File: config.mk
export PLATFORM = sky130hd
export DESIGN_NAME = grid_snap_extrema_filter
export DESIGN_NICKNAME = d
export VERILOG_FILES = /design/src/design/gsef_pkg.sv /design/src/design/grid_snap_extrema_filter.sv /design/src/design/gsef_ctrl.sv /design/src/design/gsef_dp.sv
export SDC_FILE = /design/constraint.sdc
export NUM_CORES = 1
export LEC_CHECK = 0
export BUFFER_PORTS_ARGS = -buffer_cell sky130_fd_sc_hd__buf_2
export CAP_MARGIN = 20
export CORE_MARGIN = 5
export CORE_UTILIZATION = 60
export DETAILED_ROUTE_END_ITERATION = 12
export GPL_TIMING_DRIVEN = 0
export MAX_ROUTING_LAYER = met4
export PLACE_DENSITY = 0.82
export SLEW_MARGIN = 40
export SYNTH_ARGS = -nofsm -noshare
export SYNTH_HDL_FRONTEND = slang
export SYNTH_SLANG_ARGS = --single-unit
File: constraint.sdc
create_clock -name clk -period 6.44 [get_ports clk]
set_input_delay 0.966 -clock clk [delete_from_list [all_inputs] [get_ports clk]]
set_output_delay 0.966 -clock clk [all_outputs]
set_load 0.03 [all_outputs]
File: src/design/gsef_pkg.sv
`timescale 1ns / 1ps
// ----------------------------------------------------------------------------
// gsef_pkg
// Shared types and constants for the grid-snap extrema filter.
// ----------------------------------------------------------------------------
package gsef_pkg;

    localparam int DATA_W   = 32;          // sample / snapped width
    localparam int STEP_W   = 31;          // grid step register width
    localparam int NUM_W    = 35;          // 2*x + d, signed
    localparam int MAG_W    = 33;          // |2*x + d|
    localparam int DEN_W    = 32;          // 2*d
    localparam int DIV_BITS = MAG_W;       // one quotient bit per step
    localparam int CNT_W    = 6;

    localparam logic [STEP_W-1:0] STEP_RESET = 31'd65536;

    localparam logic signed [NUM_W-1:0] SAT_MAX = 35'sd2147483647;
    localparam logic signed [NUM_W-1:0] SAT_MIN = -35'sd2147483648;

    // result slot select
    localparam logic SEL_A = 1'b0;
    localparam logic SEL_B = 1'b1;

    typedef struct packed {
        logic signed [DATA_W-1:0] sample;
        logic                     is_last;
    } in_item_t;

    typedef struct packed {
        logic signed [DATA_W-1:0] snapped;
        logic                     curve_end;
    } out_item_t;

    typedef struct packed {
        logic load;      // capture request, form 2*x + d
        logic prep;      // take magnitude, clear remainder
        logic step;      // one restoring division step
        logic fin;       // floor correction and saturation
        logic decide;    // extrema decision, fill result slots
        logic emit;      // load output register
        logic emit_sel;  // SEL_A or SEL_B
    } cmd_t;

    typedef struct packed {
        logic slot_a_valid;
        logic slot_b_valid;
        logic slot_free;
    } status_t;

endpackage

File: src/design/grid_snap_extrema_filter.sv
`timescale 1ns / 1ps
// ----------------------------------------------------------------------------
// grid_snap_extrema_filter
// Snaps Q16.16 samples to the grid step and keeps only local extrema.
// ----------------------------------------------------------------------------
// After a request is accepted come a prep step, 33 divide steps (one
//   quotient bit per cycle), a snap, a decide and the output register load.
// One request is handled at a time; a new request is taken once the previous
//   one has its results in the output register, and output stalls on the
//   result side hold it back.
// Reset: rst_n is asynchronous, active low; grid step returns to 1.0, the
//   curve state is cleared and no results are pending.
module grid_snap_extrema_filter (
    input  logic                        clk,
    input  logic                        rst_n,
    // input requests
    input  logic                        in_valid,
    output logic                        in_ready,
    input  gsef_pkg::in_item_t          in_data,
    // results
    output logic                        out_valid,
    input  logic                        out_ready,
    output gsef_pkg::out_item_t         out_data,
    // grid step register; the user keeps it written only while idle, unchecked in the block
    input  logic                        cfg_we,
    input  logic [gsef_pkg::STEP_W-1:0] cfg_data
);
    import gsef_pkg::*;

    // Controller sequences each request; datapath holds all arithmetic and
    // the curve state. The snap is floor((2x + d) / 2d) * d, done as an
    // unsigned restoring divide of |2x + d| followed by a floor correction:
    // q*d = (num - floor_remainder) / 2, so no multiplier is needed.
    cmd_t    cmd;
    status_t status;

    gsef_ctrl u_ctrl (
        .clk      (clk),
        .rst_n    (rst_n),
        .in_valid (in_valid),
        .in_ready (in_ready),
        .status   (status),
        .cmd      (cmd)
    );

    // Up to two results per request: the first point, a surviving candidate or
    // a lone closing point (slot A) and, at curve end, the closing point (slot
    // B). The output register lets the next request enter while a result waits.
    gsef_dp u_dp (
        .clk       (clk),
        .rst_n     (rst_n),
        .in_data   (in_data),
        .cfg_we    (cfg_we),
        .cfg_data  (cfg_data),
        .cmd       (cmd),
        .status    (status),
        .out_valid (out_valid),
        .out_ready (out_ready),
        .out_data  (out_data)
    );

endmodule

File: src/design/gsef_ctrl.sv
`timescale 1ns / 1ps
// ----------------------------------------------------------------------------
// gsef_ctrl
// Sequencer: accept, divide, snap, decide, then emit up to two results.
// ----------------------------------------------------------------------------
module gsef_ctrl (
    input  logic            clk,
    input  logic            rst_n,
    input  logic            in_valid,
    output logic            in_ready,
    input  gsef_pkg::status_t status,
    output gsef_pkg::cmd_t  cmd
);
    import gsef_pkg::*;

    typedef enum logic [2:0] {
        ST_IDLE,
        ST_PREP,
        ST_DIV,
        ST_FIN,
        ST_DECIDE,
        ST_EMIT_A,
        ST_EMIT_B
    } state_t;

    state_t             state_reg, state_next;
    logic [CNT_W-1:0]   cnt_reg, cnt_next;
    logic               div_last;

    assign in_ready = (state_reg == ST_IDLE);
    assign div_last = (cnt_reg == CNT_W'(DIV_BITS - 1));

    always_comb
    begin
        state_next   = state_reg;
        cnt_next     = cnt_reg;
        cmd          = '0;
        cmd.emit_sel = SEL_A;
        unique case (state_reg)
            ST_IDLE:
            begin
                if (in_valid)
                begin
                    cmd.load   = 1'b1;
                    state_next = ST_PREP;
                end
            end
            ST_PREP:
            begin
                cmd.prep   = 1'b1;
                cnt_next   = '0;
                state_next = ST_DIV;
            end
            ST_DIV:
            begin
                cmd.step = 1'b1;
                cnt_next = cnt_reg + CNT_W'(1);
                if (div_last)
                    state_next = ST_FIN;
            end
            ST_FIN:
            begin
                cmd.fin    = 1'b1;
                state_next = ST_DECIDE;
            end
            ST_DECIDE:
            begin
                cmd.decide = 1'b1;
                state_next = ST_EMIT_A;
            end
            ST_EMIT_A:
            begin
                if (!status.slot_a_valid)
                    state_next = ST_EMIT_B;
                else if (status.slot_free)
                begin
                    cmd.emit     = 1'b1;
                    cmd.emit_sel = SEL_A;
                    state_next   = ST_EMIT_B;
                end
            end
            ST_EMIT_B:
            begin
                if (!status.slot_b_valid)
                    state_next = ST_IDLE;
                else if (status.slot_free)
                begin
                    cmd.emit     = 1'b1;
                    cmd.emit_sel = SEL_B;
                    state_next   = ST_IDLE;
                end
            end
            default: state_next = ST_IDLE;
        endcase
    end

    always_ff @(posedge clk or negedge rst_n)
    begin
        if (!rst_n)
        begin
            state_reg <= ST_IDLE;
            cnt_reg   <= '0;
        end
        else
        begin
            state_reg <= state_next;
            cnt_reg   <= cnt_next;
        end
    end

    // one request in flight at a time
    a_one_at_a_time: assert property (@(posedge clk) disable iff (!rst_n)
        in_valid && in_ready |=> !in_ready)
        else $error("request accepted while previous one in flight");

    // divider always runs its full length before snapping
    a_div_len: assert property (@(posedge clk) disable iff (!rst_n)
        cmd.fin |-> $past(cmd.step) && $past(div_last))
        else $error("snap stage entered before division finished");

endmodule

File: src/design/gsef_dp.sv
`timescale 1ns / 1ps
// ----------------------------------------------------------------------------
// gsef_dp
// Datapath: serial floor division, snapping, extrema state, output register.
// ----------------------------------------------------------------------------
module gsef_dp (
    input  logic                  clk,
    input  logic                  rst_n,
    input  gsef_pkg::in_item_t    in_data,
    input  logic                  cfg_we,
    input  logic [gsef_pkg::STEP_W-1:0] cfg_data,
    input  gsef_pkg::cmd_t        cmd,
    output gsef_pkg::status_t     status,
    output logic                  out_valid,
    input  logic                  out_ready,
    output gsef_pkg::out_item_t   out_data
);
    import gsef_pkg::*;

    logic [STEP_W-1:0]        step_reg;
    logic signed [DATA_W-1:0] x_reg;
    logic                     last_reg;
    logic signed [NUM_W-1:0]  num_reg;
    logic [MAG_W-1:0]         mag_reg;
    logic [DEN_W-1:0]         rem_reg;
    logic signed [DATA_W-1:0] p_reg;

    logic                     have_kept_reg, have_kept_next;
    logic signed [DATA_W-1:0] kept_reg, kept_next;
    logic                     have_pend_reg, have_pend_next;
    logic signed [DATA_W-1:0] pend_reg, pend_next;

    logic                     slot_a_valid_reg, slot_a_valid_next;
    logic signed [DATA_W-1:0] slot_a_val_reg, slot_a_val_next;
    logic                     slot_a_end_reg, slot_a_end_next;
    logic                     slot_b_valid_reg, slot_b_valid_next;

    logic                     out_valid_reg;
    out_item_t                out_data_reg;

    logic [DEN_W-1:0]         den;
    logic signed [NUM_W-1:0]  num_in;
    logic signed [NUM_W-1:0]  num_neg;
    logic [MAG_W-1:0]         trial;
    logic                     q_bit;
    logic [DEN_W-1:0]         rfloor;
    logic signed [NUM_W-1:0]  diff;
    logic signed [NUM_W-1:0]  v;
    logic signed [DATA_W-1:0] p_next;
    logic signed [DATA_W-1:0] lo, hi;
    logic                     between;
    logic                     slot_free;

    assign den     = {step_reg, 1'b0};
    assign num_in  = {{2{in_data.sample[DATA_W-1]}}, in_data.sample, 1'b0}
                   + {{(NUM_W-STEP_W){1'b0}}, step_reg};
    assign num_neg = -num_reg;

    // restoring step: remainder stays below den
    assign trial = {rem_reg, mag_reg[MAG_W-1]};
    assign q_bit = (trial >= {1'b0, den});

    // floor remainder; quotient*2d = num - rfloor
    always_comb
    begin
        if (!num_reg[NUM_W-1])
            rfloor = rem_reg;
        else if (rem_reg != '0)
            rfloor = den - rem_reg;
        else
            rfloor = '0;
    end

    assign diff = num_reg - $signed({{(NUM_W-DEN_W){1'b0}}, rfloor});
    assign v    = diff >>> 1;

    always_comb
    begin
        priority if (step_reg == '0)
            p_next = x_reg;
        else if (v > SAT_MAX)
            p_next = SAT_MAX[DATA_W-1:0];
        else if (v < SAT_MIN)
            p_next = SAT_MIN[DATA_W-1:0];
        else
            p_next = v[DATA_W-1:0];
    end

    // extrema decision
    assign lo      = (kept_reg < p_reg) ? kept_reg : p_reg;
    assign hi      = (kept_reg < p_reg) ? p_reg : kept_reg;
    assign between = (lo <= pend_reg) && (pend_reg <= hi);

    always_comb
    begin
        have_kept_next    = have_kept_reg;
        kept_next         = kept_reg;
        have_pend_next    = have_pend_reg;
        pend_next         = pend_reg;
        slot_a_valid_next = 1'b0;
        slot_a_val_next   = p_reg;
        slot_a_end_next   = last_reg;
        slot_b_valid_next = 1'b0;
        if (!have_kept_reg)
        begin
            slot_a_valid_next = 1'b1;
            have_kept_next    = 1'b1;
            kept_next         = p_reg;
        end
        else if (!have_pend_reg)
        begin
            slot_a_valid_next = last_reg;
            if (!last_reg)
            begin
                have_pend_next = 1'b1;
                pend_next      = p_reg;
            end
        end
        else
        begin
            slot_a_valid_next = !between;
            slot_a_val_next   = pend_reg;
            slot_a_end_next   = 1'b0;
            if (!between)
                kept_next = pend_reg;
            slot_b_valid_next = last_reg;
            if (!last_reg)
                pend_next = p_reg;
        end
        // curve closes: back to reset values
        if (last_reg)
        begin
            have_kept_next = 1'b0;
            kept_next      = '0;
            have_pend_next = 1'b0;
            pend_next      = '0;
        end
    end

    assign slot_free = !out_valid_reg || out_ready;

    always_ff @(posedge clk or negedge rst_n)
    begin
        if (!rst_n)
        begin
            step_reg         <= STEP_RESET;
            have_kept_reg    <= 1'b0;
            kept_reg         <= '0;
            have_pend_reg    <= 1'b0;
            pend_reg         <= '0;
            slot_a_valid_reg <= 1'b0;
            slot_b_valid_reg <= 1'b0;
            out_valid_reg    <= 1'b0;
        end
        else
        begin
            if (cfg_we)
                step_reg <= cfg_data;
            if (cmd.decide)
            begin
                have_kept_reg    <= have_kept_next;
                kept_reg         <= kept_next;
                have_pend_reg    <= have_pend_next;
                pend_reg         <= pend_next;
                slot_a_valid_reg <= slot_a_valid_next;
                slot_b_valid_reg <= slot_b_valid_next;
            end
            if (cmd.emit)
                out_valid_reg <= 1'b1;
            else if (out_ready)
                out_valid_reg <= 1'b0;
        end
    end

    always_ff @(posedge clk)
    begin
        if (cmd.load)
        begin
            x_reg    <= in_data.sample;
            last_reg <= in_data.is_last;
            num_reg  <= num_in;
        end
        if (cmd.prep)
        begin
            mag_reg <= num_reg[NUM_W-1] ? num_neg[MAG_W-1:0] : num_reg[MAG_W-1:0];
            rem_reg <= '0;
        end
        if (cmd.step)
        begin
            mag_reg <= {mag_reg[MAG_W-2:0], q_bit};
            rem_reg <= q_bit ? DEN_W'(trial - {1'b0, den}) : trial[DEN_W-1:0];
        end
        if (cmd.fin)
            p_reg <= p_next;
        if (cmd.decide)
        begin
            slot_a_val_reg <= slot_a_val_next;
            slot_a_end_reg <= slot_a_end_next;
        end
        if (cmd.emit)
        begin
            if (cmd.emit_sel == SEL_B)
            begin
                out_data_reg.snapped   <= p_reg;
                out_data_reg.curve_end <= 1'b1;
            end
            else
            begin
                out_data_reg.snapped   <= slot_a_val_reg;
                out_data_reg.curve_end <= slot_a_end_reg;
            end
        end
    end

    assign status.slot_a_valid = slot_a_valid_reg;
    assign status.slot_b_valid = slot_b_valid_reg;
    assign status.slot_free    = slot_free;
    assign out_valid           = out_valid_reg;
    assign out_data            = out_data_reg;

    a_pend_needs_kept: assert property (@(posedge clk) disable iff (!rst_n)
        have_pend_reg |-> have_kept_reg)
        else $error("candidate held with no kept point");

    // closing point is only ever queued as the curve closes
    a_slot_b_only_at_end: assert property (@(posedge clk) disable iff (!rst_n)
        slot_b_valid_reg |-> !have_kept_reg && !have_pend_reg)
        else $error("closing point queued outside curve end");

endmodule
==> impl_results.md <==
* Reg clk slew, reported paths at 60 ps
* CP delay by family, top: compound AO/OA/AOI/OAI gates
* Flop pwr share at between 20% and 30%
* DIE HEIGHT at between 200 and 250 µm
* Fin crit share at a little over nine tenths
* Seq/Total Area, Yosys at 40.5%
* Layout Cells excl Fill at ~3,200
* Area occupied by registers at 9640 µm²
* Top Ports at 104
* Tightest Pin Transition at 867 ps
* Die X at 209 µm
* Leakage at 11.6 nW
* Area contributors post-synth: edfxtp_1, ha_1, dfrtp_1
* Cell variety after synth at 80
* First-pass GRT wire length at 105 mm
* Largest net degree at the start of global routing at 75
* Vias in the first global route at ~20,000
* Clock period minus worst slack at around 6200 ps
* Clock Power Share at ~15%
* Simple-Gate Fraction of Synth Area at 12.9%
* Max Clock Freq at 0.161 GHz
* CTS tree: done
* Worst hold slack at between 200 and 300 ps
* Slew margin rel. at 42.2%
* CTS root buffer: clkbuf_16
* Syn-to-layout area delta at 12.0%
* Mux share of post-synthesis cell area at 6.07%
* Synthesized area at 23,800 µm²
* Final Max Slew Viols at 0
* First-pass iteration count of the detailed router at 5
* Critical Path Most Common Cell: a21oi_2
* Mapped Cells at 2,473
* Synthesized flop and latch total at ~340
* Layout Skew at 9.93 ps
* Die ar. at 43,700 µm²
* Vias at just under 20,000
* PortBufs at 102
* Max VDD drop at 0.278 mV
* Multi-input logic area at 13,200 µm²
* Rows at 73
* Synth warn at 0
* Critical path data arrival time at 6500 ps
* Routability cong. at 0.998
* Fin. Hold Viols at 0
* Switch Pwr at 6.88 mW
* Core Area at approximately 39,000 µm²
* Post-synthesis adder-cell area fraction at 11.9%
* Xor and xnor area share after synthesis at under 10%
* CTS Buffer Depth at 3
* Post-synthesis compound-gate area fraction at roughly 19%
* Cell taking the most area after synthesis: edfxtp_1
* Fraction of layout cells with a size suffix above 1 at 11.7%
* Int Pwr at ~8.5 mW
* Synth async-reset ratio at 32.2%
* Placed Cells at 3,108
* Iteration-0 DRC Markers at 1,332
* Largest fanout on the critical path at 10
* Vias per cell at 6.11
* Antenna violations before repair at 0
* Share of total power in combinational logic at 58.6%
* Hold buffer count at CTS at 0
* Worst min-delay path category: primary input to asynchronous set/reset pin
* Remaining DRCs at 0
* Power density cells at about 580 nW/µm²
* Top cell type's share of synthesized area at 29.1%
* Largest family of logic cells by synthesized area: compound AO/OA/AOI/OAI gates
* Max cap viols at 0
* Synth Area per Inst at 9.61 µm²
* Total gr overflow at 0
* Ys flop type: edfxtp_1
* Antenna-violating nets left at 0
* CTS Sinks at 339
* CP Launch Type: register
* Post-Syn Nets at 2,766
* Status: complete, no violations
* H-tree Lvls at 2
* Final setup vio count at 0
* Number of flip-flops under the largest register name at 34
* Number of synthesized flops with an enable pin at 230
* GRT Total Usage at 30.6%
* Worst path slowest cell: or4_1
* WL/cell at 20.6 µm
* CP Capture Type: register
* Final Util at 67.4%
* Sw Ratio at approximately 45%
* Starting Density at 60.2%
* Nets at 2,929
* CP Class: register to register
* Detail Placement HPWL at 52.1 mm
* Antenna cells at 0
* Fillers at 3,212
* WP buf/inv at 4
* Crit path largest cell delay at 500 ps
* Cts bufs inserted at 39
* Clk Latency, worst-skew pair at 560 ps
* Worst Path Required at 6720 ps
* Final WL at around 66 mm
[final cells by class]
cell class	count	share of cell area, %
multi-input combinational	1867	49.6
inverter	173	2.46
clock buffer	55	4.36
sequential	339	36.2
buffer	94	1.60
tap	525	2.47
timing repair buffer	122	2.69
clock inverter	16	0.569
[worst register-to-register path, delay by kind of cell (launching register included)]
kind	cells	cell delay [ps]
AO/OA/AOI/OAI	14	2830
XOR/XNOR	1	100
adder cells (fa/ha/maj)	2	760
buffers and inverters	4	710
flip-flops	1	480
AND/OR/NAND/NOR	4	1070
[final timing paths]
check / startpoint / end / slack, ps / depth (start not counted)
worst min-delay path: rst_n / u_ctrl.cnt_reg[2] / 290 / 1
worst max register to register: u_dp.rem_reg[3] / u_dp.p_reg[8] / 220 / 25
worst max-delay path: u_dp.rem_reg[3] / u_dp.p_reg[8] / 220 / 25
min in group clk: u_dp.slot_a_end_reg / u_dp.out_data[0] / 500 / 1
max in group asynchronous: rst_n / u_dp.pend_reg[28] / 5460 / 2
worst min register to register: u_dp.slot_a_end_reg / u_dp.out_data[0] / 500 / 1
[cell usage after synthesis (32+ instances only)]
cell type and n:
a211oi_1 46, a21o_1 61, a21oi_1 171, a22o_1 35
clkbuf_1 72, dfrtp_1 108, edfxtp_1 230, ha_1 220
inv_1 173, mux2_2 66, mux2i_1 70, nand2_1 216
nand3_1 36, nand4_1 32, nor2_1 181, nor3_1 37
o21ai_0 232, xnor2_1 68, xor2_1 66
[kinds of logic after synthesis]
group / Yosys count
buf+inv: 267
compound gates: 726
flops: 339
xor+xnor: 134
mux: 136
simple gates: 647
fa+ha+maj: 224
[metrics by stage]
step / cell area [µm²] / TNS [ps] / power [mW] / worst slack (ps)
6_report: 26600 / 0 / 15.3 / 219
5_1_grt: 26600 / -2.36 / 16.5 / -2.33
4_1_cts: 26500 / 0 / 15.2 / 12.0
3_5_place_dp: 25100 / -52550 / 12.7 / -1210
3_3_place_gp: 24900 / -48550 / 12.4 / -1120
2_1_floorplan: 23800 / 0 / 10.4 / 1170
[per-layer routing]
layer	part of all wire, %	track usage (%)	vias to the layer above
li1	-	-	9436
met1	41	37.1	9321
met2	49	51.6	581
met3	4.5	2.94	166
met4	5.7	15.1	0
met5	0	-	-
[power by group through the flow]
stage / sequential [mW] / combinational [mW] / clock, mW
4_1_cts: 4.05 / 8.80 / 2.31
3_5_place_dp: 4.10 / 8.65 / 0
6_report: 4.08 / 8.99 / 2.28
5_1_grt: 4.15 / 9.98 / 2.40
2_1_floorplan: 3.84 / 6.58 / 0
3_3_place_gp: 4.10 / 8.33 / 0
[timing repair]
action                                 4_1_cts  5_1_grt
gates cloned                                 0        0
pin swaps                                    2        3
endpoints found under the hold margin        0        0
resized for setup                           27       19
setup endpoints to repair                   64       59
setup buffers                                4        8
[cells in the final DEF, fill, tap and decap left out, drive strengths merged, types with 11 or more instances in the layout]
cell type  netlist  final
nand2b          25     25
nor3            37     37
a22o            35     35
buf             22    146
clkinv           0     12
mux2            66     66
edfxtp         230    230
a21oi          171    171
inv            173    173
or3             13     13
nand3           36     36
a21o            61     61
xnor2           68     68
nor2           181    181
xor2            66     66
clkbuf          72    125
nor2b           27     27
nand2          216    216
o21bai          19     19
nor4            25     25
and2            11     11
o31ai           22     22
o21a            22     22
a22oi           27     27
mux2i           70     70
a31oi           16     16
and3            13     13
dfrtp          108    108
nand4           32     32
a211oi          46     46
ha             220    220
o21ai          239    239
No activity file was read; power rests on OpenSTA's default activity.
